File: config.mk
export PLATFORM = sky130hd
export DESIGN_NAME = one_input_tanh_mlp_inference
export DESIGN_NICKNAME = d
export VERILOG_FILES = /design/src/design/tanh_mlp_pkg.sv /design/src/design/one_input_tanh_mlp_inference.sv
export SDC_FILE = /design/constraint.sdc
export NUM_CORES = 2
export LEC_CHECK = 0
export BUFFER_PORTS_ARGS = -buffer_cell sky130_fd_sc_hd__buf_2
export CAP_MARGIN = 20
export CORE_ASPECT_RATIO = 2
export CORE_UTILIZATION = 40
export CTS_BUF_LIST = sky130_fd_sc_hd__clkbuf_16
export DETAILED_ROUTE_END_ITERATION = 8
export MAX_ROUTING_LAYER = met4
export PLACE_DENSITY = 0.53
export SYNTH_ARGS = -nofsm -noshare
export SYNTH_HDL_FRONTEND = slang
export SYNTH_SLANG_ARGS = --single-unit
File: constraint.sdc
create_clock -name i_clk -period 19.1 [get_ports i_clk]
set_clock_uncertainty 0.2 [all_clocks]
set_input_delay 2.865 -clock i_clk [delete_from_list [all_inputs] [get_ports i_clk]]
set_output_delay 2.865 -clock i_clk [all_outputs]
set_load 0.01 [all_outputs]
File: src/design/tanh_mlp_pkg.sv
// Shared types and constants for the one-input tanh MLP inference block.
// No dependencies; imported by one_input_tanh_mlp_inference.
`default_nettype none
package tanh_mlp_pkg;

    localparam int NEURONS   = 16;
    localparam int DEPTH     = 3 * NEURONS;
    localparam int ADDR_W    = $clog2(DEPTH);
    localparam int CNT_W     = $clog2(NEURONS + 1);
    localparam int SUM_W     = 31 + $clog2(NEURONS);
    localparam int DIV_STEPS = 20;
    localparam int DCNT_W    = $clog2(DIV_STEPS);

    localparam logic [4:0] ACTIVE_RESET = 5'd15;

    // action codes
    localparam logic ACT_LOAD  = 1'b0;
    localparam logic ACT_INFER = 1'b1;

    // weight slot codes
    localparam logic [1:0] SLOT_GAIN   = 2'd0;
    localparam logic [1:0] SLOT_BIAS   = 2'd1;
    localparam logic [1:0] SLOT_WOUT   = 2'd2;
    localparam logic [1:0] SLOT_UNUSED = 2'd3;

    // rational tanh coefficients, Q.12 scaled
    localparam logic [31:0] C378    = 32'(378 * 4096);
    localparam logic [31:0] C17325  = 32'(17325 * 4096);
    localparam logic [31:0] C135135 = 32'(135135 * 4096);
    localparam logic [33:0] C3150   = 34'(3150 * 4096);
    localparam logic [33:0] C62370  = 34'(62370 * 4096);
    localparam logic [33:0] C135135W = 34'(135135 * 4096);

    localparam logic [14:0] TANH_ONE = 15'd16384;

    localparam logic signed [SUM_W-1:0] Y_MAX = SUM_W'(32767);
    localparam logic signed [SUM_W-1:0] Y_MIN = -SUM_W'(32768);
    localparam logic signed [SUM_W-1:0] ROUND_HALF = SUM_W'(8192);

    typedef enum logic [4:0] {
        ST_IDLE,
        ST_RD_GAIN,
        ST_MUL_XG,
        ST_ADD_BIAS,
        ST_ABS,
        ST_T,
        ST_SQ,
        ST_S,
        ST_INIT_AB,
        ST_MA1,
        ST_MA1W,
        ST_MA2,
        ST_MA2W,
        ST_MB1,
        ST_MB1W,
        ST_MB2,
        ST_MB2W,
        ST_MTA,
        ST_DIV_INIT,
        ST_DIV,
        ST_CLAMP,
        ST_ACC_MUL,
        ST_ACC,
        ST_ROUND,
        ST_EMIT
    } t_state;

endpackage
`default_nettype wire

File: src/design/one_input_tanh_mlp_inference.sv
// One-input, one-hidden-layer tanh MLP: weight store, sequencer, shared multiplier
// and restoring divider. Depends on tanh_mlp_pkg.
//
// Usage:
//  - Input channel (i_in_valid / o_in_ready): one beat is either a weight load
//    (i_action = load: i_neuron_index, i_weight_slot, i_weight_value) or an
//    inference (i_action = infer: i_sample_x). Loads to slot 3 or to a neuron
//    beyond the store are dropped.
//  - Output channel (o_out_valid / i_out_ready): one beat per inference,
//    o_result_y in Q4.12 and o_saturated when the rounded sum was clipped.
//  - Config: i_cfg_we writes active_neurons from i_cfg_wdata; write only while idle.
//  - Timing: a load is written as it is accepted. An inference walks the active
//    neurons one by one: a saturated tanh (|u| >= 4) skips straight to the
//    accumulate step, while |u| < 4 runs the single shared 33x18 multiplier
//    stepping through the rational tanh polynomial and the 20-step bit-serial
//    divider producing each tanh quotient.
//  - o_in_ready is high only while the sequencer is idle; one item at a time.
//  - The result sits in an output register; the next item is accepted while it
//    waits. A following inference stalls at its final step until that beat is taken.
//  - Reset (synchronous, active low) returns the sequencer to idle, drops any
//    pending result and sets active_neurons to 15. The weight store is not
//    cleared: every weight used must be loaded first.
`default_nettype none
module one_input_tanh_mlp_inference (
    input  wire logic                i_clk,
    input  wire logic                i_rst_n,
    input  wire logic                i_in_valid,
    output logic                     o_in_ready,
    input  wire logic                i_action,
    input  wire logic [3:0]          i_neuron_index,
    input  wire logic [1:0]          i_weight_slot,
    input  wire logic signed [15:0]  i_weight_value,
    input  wire logic signed [15:0]  i_sample_x,
    output logic                     o_out_valid,
    input  wire logic                i_out_ready,
    output logic signed [15:0]       o_result_y,
    output logic                     o_saturated,
    input  wire logic                i_cfg_we,
    input  wire logic [4:0]          i_cfg_wdata
);
    import tanh_mlp_pkg::*;

    // sequencer and control
    t_state r_state, n_state;
    logic [4:0]       r_active;
    logic [CNT_W-1:0] r_count;
    logic [CNT_W-1:0] r_idx;
    logic             r_out_valid;

    // datapath
    logic signed [15:0]      r_x;
    logic signed [50:0]      r_prod;
    logic signed [31:0]      r_u;
    logic                    r_neg;
    logic [25:0]             r_mag;
    logic [14:0]             r_t;
    logic [16:0]             r_s;
    logic [31:0]             r_a;
    logic [33:0]             r_b;
    logic [48:0]             r_num;
    logic [52:0]             r_div;
    logic [DIV_STEPS-1:0]    r_q;
    logic [DCNT_W-1:0]       r_dcnt;
    logic signed [15:0]      r_tanh;
    logic signed [SUM_W-1:0] r_sum;
    logic signed [15:0]      r_y;
    logic                    r_sat;

    // weight store
    logic [15:0]       mem [DEPTH];
    logic signed [15:0] r_rd_data;
    logic              rd_en;
    logic [ADDR_W-1:0] rd_addr;
    logic [ADDR_W-1:0] wr_addr;
    logic              wr_en;

    // shared multiplier
    logic signed [32:0] mul_a;
    logic signed [17:0] mul_b;
    logic signed [50:0] mul_p;

    logic             in_acc;
    logic             can_emit;
    logic [CNT_W-1:0] count_cap;
    logic [CNT_W-1:0] idx_inc;
    logic [ADDR_W-1:0] rd_base;
    logic [31:0]      u_mag;
    logic             div_ge;
    logic [14:0]      q_clamp;

    assign in_acc   = i_in_valid && o_in_ready;
    assign can_emit = !r_out_valid || i_out_ready;
    assign idx_inc  = CNT_W'(r_idx + 1'b1);
    assign rd_base  = ADDR_W'(32'(r_idx) * 3);
    assign u_mag    = r_u[31] ? (~r_u + 32'd1) : r_u;
    assign div_ge   = {4'b0, r_num} >= r_div;
    assign q_clamp  = (r_q > DIV_STEPS'(TANH_ONE)) ? TANH_ONE : r_q[14:0];
    assign mul_p    = mul_a * mul_b;

    assign wr_addr = ADDR_W'(32'(i_neuron_index) * 3 + 32'(i_weight_slot));
    assign wr_en   = in_acc && (i_action == ACT_LOAD) && (i_weight_slot != SLOT_UNUSED)
                     && (32'(i_neuron_index) < NEURONS);

    always_comb begin
        if (32'(r_active) > NEURONS) begin
            count_cap = CNT_W'(NEURONS);
        end else begin
            count_cap = CNT_W'(r_active);
        end
    end

    // next state
    always_comb begin
        n_state = r_state;
        case (r_state)
            ST_IDLE: begin
                if (in_acc && (i_action == ACT_INFER)) begin
                    n_state = (count_cap == '0) ? ST_ROUND : ST_RD_GAIN;
                end
            end
            ST_RD_GAIN:  n_state = ST_MUL_XG;
            ST_MUL_XG:   n_state = ST_ADD_BIAS;
            ST_ADD_BIAS: n_state = ST_ABS;
            ST_ABS:      n_state = (u_mag[31:26] != '0) ? ST_ACC_MUL : ST_T;
            ST_T:        n_state = ST_SQ;
            ST_SQ:       n_state = ST_S;
            ST_S:        n_state = ST_INIT_AB;
            ST_INIT_AB:  n_state = ST_MA1;
            ST_MA1:      n_state = ST_MA1W;
            ST_MA1W:     n_state = ST_MA2;
            ST_MA2:      n_state = ST_MA2W;
            ST_MA2W:     n_state = ST_MB1;
            ST_MB1:      n_state = ST_MB1W;
            ST_MB1W:     n_state = ST_MB2;
            ST_MB2:      n_state = ST_MB2W;
            ST_MB2W:     n_state = ST_MTA;
            ST_MTA:      n_state = ST_DIV_INIT;
            ST_DIV_INIT: n_state = ST_DIV;
            ST_DIV: begin
                if (r_dcnt == DCNT_W'(DIV_STEPS - 1)) begin
                    n_state = ST_CLAMP;
                end
            end
            ST_CLAMP:    n_state = ST_ACC_MUL;
            ST_ACC_MUL:  n_state = ST_ACC;
            ST_ACC:      n_state = (idx_inc == r_count) ? ST_ROUND : ST_RD_GAIN;
            ST_ROUND:    n_state = ST_EMIT;
            ST_EMIT: begin
                if (can_emit) begin
                    n_state = ST_IDLE;
                end
            end
            default:     n_state = ST_IDLE;
        endcase
    end

    // outputs: ready, store reads, multiplier operands
    always_comb begin
        o_in_ready = 1'b0;
        rd_en      = 1'b0;
        rd_addr    = rd_base;
        mul_a      = '0;
        mul_b      = '0;
        case (r_state)
            ST_IDLE:     o_in_ready = 1'b1;
            ST_RD_GAIN: begin
                rd_en   = 1'b1;
                rd_addr = rd_base + ADDR_W'(SLOT_GAIN);
            end
            ST_MUL_XG: begin
                rd_en   = 1'b1;
                rd_addr = rd_base + ADDR_W'(SLOT_BIAS);
                mul_a   = 33'(r_x);
                mul_b   = 18'(r_rd_data);
            end
            ST_ADD_BIAS: begin
                rd_en   = 1'b1;
                rd_addr = rd_base + ADDR_W'(SLOT_WOUT);
            end
            ST_SQ: begin
                mul_a = $signed({18'b0, r_t});
                mul_b = $signed({3'b0, r_t});
            end
            ST_MA1, ST_MA2: begin
                mul_a = $signed({1'b0, r_a});
                mul_b = $signed({1'b0, r_s});
            end
            ST_MB1, ST_MB2: begin
                mul_a = $signed({1'b0, r_b[31:0]});
                mul_b = $signed({1'b0, r_s});
            end
            ST_MTA: begin
                mul_a = $signed({1'b0, r_a});
                mul_b = $signed({1'b0, r_t, 2'b00});
            end
            ST_ACC_MUL: begin
                mul_a = 33'(r_tanh);
                mul_b = 18'(r_rd_data);
            end
            default: begin
                o_in_ready = 1'b0;
            end
        endcase
    end

    // control registers
    always_ff @(posedge i_clk) begin
        if (!i_rst_n) begin
            r_state     <= ST_IDLE;
            r_active    <= ACTIVE_RESET;
            r_out_valid <= 1'b0;
        end else begin
            r_state <= n_state;
            if (i_cfg_we) begin
                r_active <= i_cfg_wdata;
            end
            if (r_state == ST_EMIT && can_emit) begin
                r_out_valid <= 1'b1;
            end else if (i_out_ready) begin
                r_out_valid <= 1'b0;
            end
        end
    end

    // weight store
    always_ff @(posedge i_clk) begin
        if (wr_en) begin
            mem[wr_addr] <= i_weight_value;
        end
        if (rd_en) begin
            r_rd_data <= mem[rd_addr];
        end
    end

    // datapath
    always_ff @(posedge i_clk) begin
        case (r_state)
            ST_IDLE: begin
                r_x     <= i_sample_x;
                r_count <= count_cap;
                r_idx   <= '0;
                r_sum   <= '0;
            end
            ST_MUL_XG:   r_prod <= mul_p;
            ST_ADD_BIAS: r_u <= r_prod[31:0] + {{4{r_rd_data[15]}}, r_rd_data, 12'b0};
            ST_ABS: begin
                r_neg  <= r_u[31];
                r_mag  <= u_mag[25:0];
                r_tanh <= r_u[31] ? -$signed({1'b0, TANH_ONE}) : $signed({1'b0, TANH_ONE});
            end
            ST_T:        r_t <= 15'((27'(r_mag) + 27'd2048) >> 12);
            ST_SQ:       r_prod <= mul_p;
            ST_S:        r_s <= 17'((30'(r_prod[28:0]) + 30'd2048) >> 12);
            ST_INIT_AB: begin
                r_a <= 32'(r_s) + C378;
                r_b <= (34'(r_s) << 5) - (34'(r_s) << 2) + C3150;
            end
            ST_MA1, ST_MA2, ST_MB1, ST_MB2, ST_MTA, ST_ACC_MUL: r_prod <= mul_p;
            ST_MA1W:     r_a <= r_prod[43:12] + C17325;
            ST_MA2W:     r_a <= r_prod[43:12] + C135135;
            ST_MB1W:     r_b <= r_prod[45:12] + C62370;
            ST_MB2W:     r_b <= r_prod[45:12] + C135135W;
            ST_DIV_INIT: begin
                r_num  <= 49'(r_prod[47:0]) + 49'(r_b[33:1]);
                r_div  <= {r_b, 19'b0};
                r_q    <= '0;
                r_dcnt <= '0;
            end
            ST_DIV: begin
                if (div_ge) begin
                    r_num <= r_num - r_div[48:0];
                end
                r_q    <= {r_q[DIV_STEPS-2:0], div_ge};
                r_div  <= r_div >> 1;
                r_dcnt <= DCNT_W'(r_dcnt + 1'b1);
            end
            ST_CLAMP: begin
                r_tanh <= r_neg ? -$signed({1'b0, q_clamp}) : $signed({1'b0, q_clamp});
            end
            ST_ACC: begin
                r_sum <= r_sum + SUM_W'(r_prod);
                r_idx <= idx_inc;
            end
            ST_ROUND:    r_sum <= (r_sum + ROUND_HALF) >>> 14;
            ST_EMIT: begin
                if (can_emit) begin
                    if (r_sum > Y_MAX) begin
                        r_y   <= 16'sh7fff;
                        r_sat <= 1'b1;
                    end else if (r_sum < Y_MIN) begin
                        r_y   <= -16'sh8000;
                        r_sat <= 1'b1;
                    end else begin
                        r_y   <= 16'(r_sum);
                        r_sat <= 1'b0;
                    end
                end
            end
            default: begin
                r_idx <= r_idx;
            end
        endcase
    end

    assign o_out_valid = r_out_valid;
    assign o_result_y  = r_y;
    assign o_saturated = r_sat;

endmodule
`default_nettype wire

==> flow_metrics.env <==
export IMPL_status="completed"
export IMPL_seq_area_frac_synth_pct=46.5
export IMPL_path_clk_slew_ns=0.07
export IMPL_final_setup_viol_count=0
export IMPL_worstSetupEndpointType="flop"
export IMPL_die_y_um=626
export IMPL_slew_violations=0
export IMPL_cts_tree="built"
export IMPL_synth_main_ff_cell="edfxtp_1"
export IMPL_register_area_sq_um=36200
export IMPL_grt_util_all_layers_pct=27.5
export IMPL_netlist_area_leader_share_pct=46.2
export IMPL_syn_area_sq_um=78000
export IMPL_fp_dieW_um=314
export IMPL_grt_setup_unrepaired="no"
export IMPL_final_common_cell="edfxtp_1"
export IMPL_fin_ws_ns=8.35
export IMPL_slew_headroom_pct=15.8
export IMPL_synth_async_sr_flop_share_pct=0
export IMPL_grt_pass1_vias=54901
export IMPL_maxCapViolCount=0
export IMPL_finalWirelength_um=260000
export IMPL_h_tree_depth=3
export IMPL_synthCells=6488
export IMPL_numClockSinks=1210
export IMPL_syn_avg_cell_area_sq_um=12.0
export IMPL_worst_setup_path_start_kind="flop"
export IMPL_drt_initial_drc_count=3427
export IMPL_yosys_top_cells_area="edfxtp_1 46%, fa_1 14%, mux4_2 5.5%, ha_1 4.8%, inv_1 4.0%"
export IMPL_finalPower_w=0.00632
export IMPL_critPathRequiredTime_ns=19.38
export IMPL_clk_latency_ns=0.76
export IMPL_dr_pass1_iters=7
export IMPL_power_density_nw_per_um2=73.6
export IMPL_cts_resized=0
export IMPL_ios=68
export IMPL_fp_coreArea_sq_um=193000
export IMPL_yosys_warnings=0
export IMPL_irDropWorstVdd_v=0.0000915
export IMPL_postCtsSetupBuffers=0
export IMPL_drive_gt1_share_pct=11.0
export IMPL_hold_viol_final=0
export IMPL_crit_fanout=27
export IMPL_multiInputGateArea_sq_um=37700
export IMPL_leakage_nw=33.2
export IMPL_start_util_pct=40.4
export IMPL_clock_path_buffers=3
export IMPL_nFillCells=17819
export IMPL_final_cell_mix="1199 x edfxtp_1, 844 x inv_1, 668 x nand2_1"
export IMPL_dieArea_sq_um=197000
export IMPL_ant_nets=0
export IMPL_cts_made_buffers=112
export IMPL_hold_buffers=0
export IMPL_grt_pass1_wl_um=376000
export IMPL_rows=228
export IMPL_cts_root_buf="clkbuf_16"
export IMPL_gp_congestion=0.987
export IMPL_wl_per_cell_um=28.3
export IMPL_synth_edf_count=1199
export IMPL_drc=0
export IMPL_hp_class="reg2reg"
export IMPL_post_route_period_util_pct=56.3
export IMPL_fmax_ghz=0.0930
export IMPL_final_util_pct=44.4
export IMPL_place_ws_ns=8.26
export IMPL_worst_pin_slew_ns=1.26
export IMPL_ys_types=95
export IMPL_worstPathArrival_ns=11.03
export IMPL_path_class="reg2reg"
export IMPL_dp_hpwl_um=196000
export IMPL_min_period_ns=10.75
export IMPL_portBuffers=67
export IMPL_synthesis_nets=7393
export IMPL_synth_seq_cells=1210
export IMPL_synth_top_area_cell="edfxtp_1"
export IMPL_area_delta_synth_final_pct=10.1
export IMPL_gr_total_overflow=0
export IMPL_grt_max_degree=102
export IMPL_num_vias=51640
export IMPL_fin_nets=7458
export IMPL_grt_antenna_before_repair=11
export IMPL_setup_tns_final_ns=0
export IMPL_via_per_inst=5.62
export IMPL_hold_ws_ns=0.353
-- cell usage after synthesis (49+ instances only) --
master,n
nand2_1,668
and3_1,49
nor3_1,63
o21ai_0,207
nor2_1,511
mux2i_1,61
xnor2_1,198
nor2b_1,53
inv_1,823
a21oi_1,196
and2_1,57
fa_1,554
clkbuf_1,216
nand3_1,110
xor2_1,101
a21o_1,103
mux4_2,192
a211oi_1,66
ha_1,302
edfxtp_1,1199
-- layer usage --
layer	track usage (%)	wire (um)	vias up
met2	49.4	139000	1606
li1	-	-	22931
met4	22.8	26500	0
met5	-	0	-
met1	26.4	84600	26390
met3	2.83	10400	713
-- area by class of cell --
cell class	count	share of cell area [%]
Multi-Input combinational cell	4160	43.9
Sequential cell	1210	42.2
Tap cell	2530	3.69
Inverter	826	3.62
Clock buffer	112	3.27
Timing Repair Buffer	243	2.00
Clock inverter	99	1.27
Antenna cell	5	0.0146
-- cells by family after synthesis --
logic type / synth area share [%]
and+or+nand+nor: 9.70
adders and majority gates: 19.1
buffers and inverters: 5.57
muxes: 6.98
xor gates and xnor gates: 3.38
DFF: 46.5
AOI/OAI and AO/OA: 8.83
-- worst max-delay path, cell delays in order, from the launching register on --
cell	delay, ns
dfxtp_1	0.99
nand2_1	0.50
o2bb2ai_4	0.83
and2_1	0.48
a221oi_4	0.05
buf_4	0.33
nor2_1	0.26
fa_1	0.60
fa_1	0.58
fa_1	0.48
fa_1	0.51
fa_1	0.55
inv_1	0.06
fa_1	0.53
inv_1	0.04
ha_1	0.36
a21oi_1	0.17
o21ai_0	0.19
a211o_1	0.35
nor3_1	0.43
o22ai_1	0.35
a211o_1	0.38
o31ai_2	0.44
nor2_1	0.09
a2111oi_0	0.55
xnor2_1	0.12
-- report_power, final --
part / internal, W / total (W) / switching [W]
clock network: 0.00132 / 0.00240 / 0.00108
logic: 0.000352 / 0.000897 / 0.000545
registers: 0.00296 / 0.00302 / 0.0000523
-- sequential cells by signal, indices dropped and copies added (netlist names), 17 cells and up --
signal	flops
mem	768
r_div	53
r_num	49
r_prod	48
r_sum	35
r_b	34
r_a	32
r_u	32
r_q	20
r_s	17
-- per-stage QoR --
| step | cell area, sq um | instances |
|---|---|---|
| floorplan | 78000 | 6488 |
| global placement | 81900 | 8964 |
| detailed placement | 81900 | 8965 |
| CTS | 85800 | 9176 |
| global route | 85800 | 9182 |
| finish | 85800 | 9185 |
-- path summary, 6_finish.rpt --
check	startpoint	to	slack, ns	depth (start not counted)
worst max-delay path	r_state[0]	r_prod[41]	8.35	25
worst min-delay path	r_q[17]	r_q[18]	0.35	1
worst max register to register	r_state[0]	r_prod[41]	8.35	25
worst min register to register	r_q[17]	r_q[18]	0.35	1
Note: power is estimated with default switching activity, not from simulation.
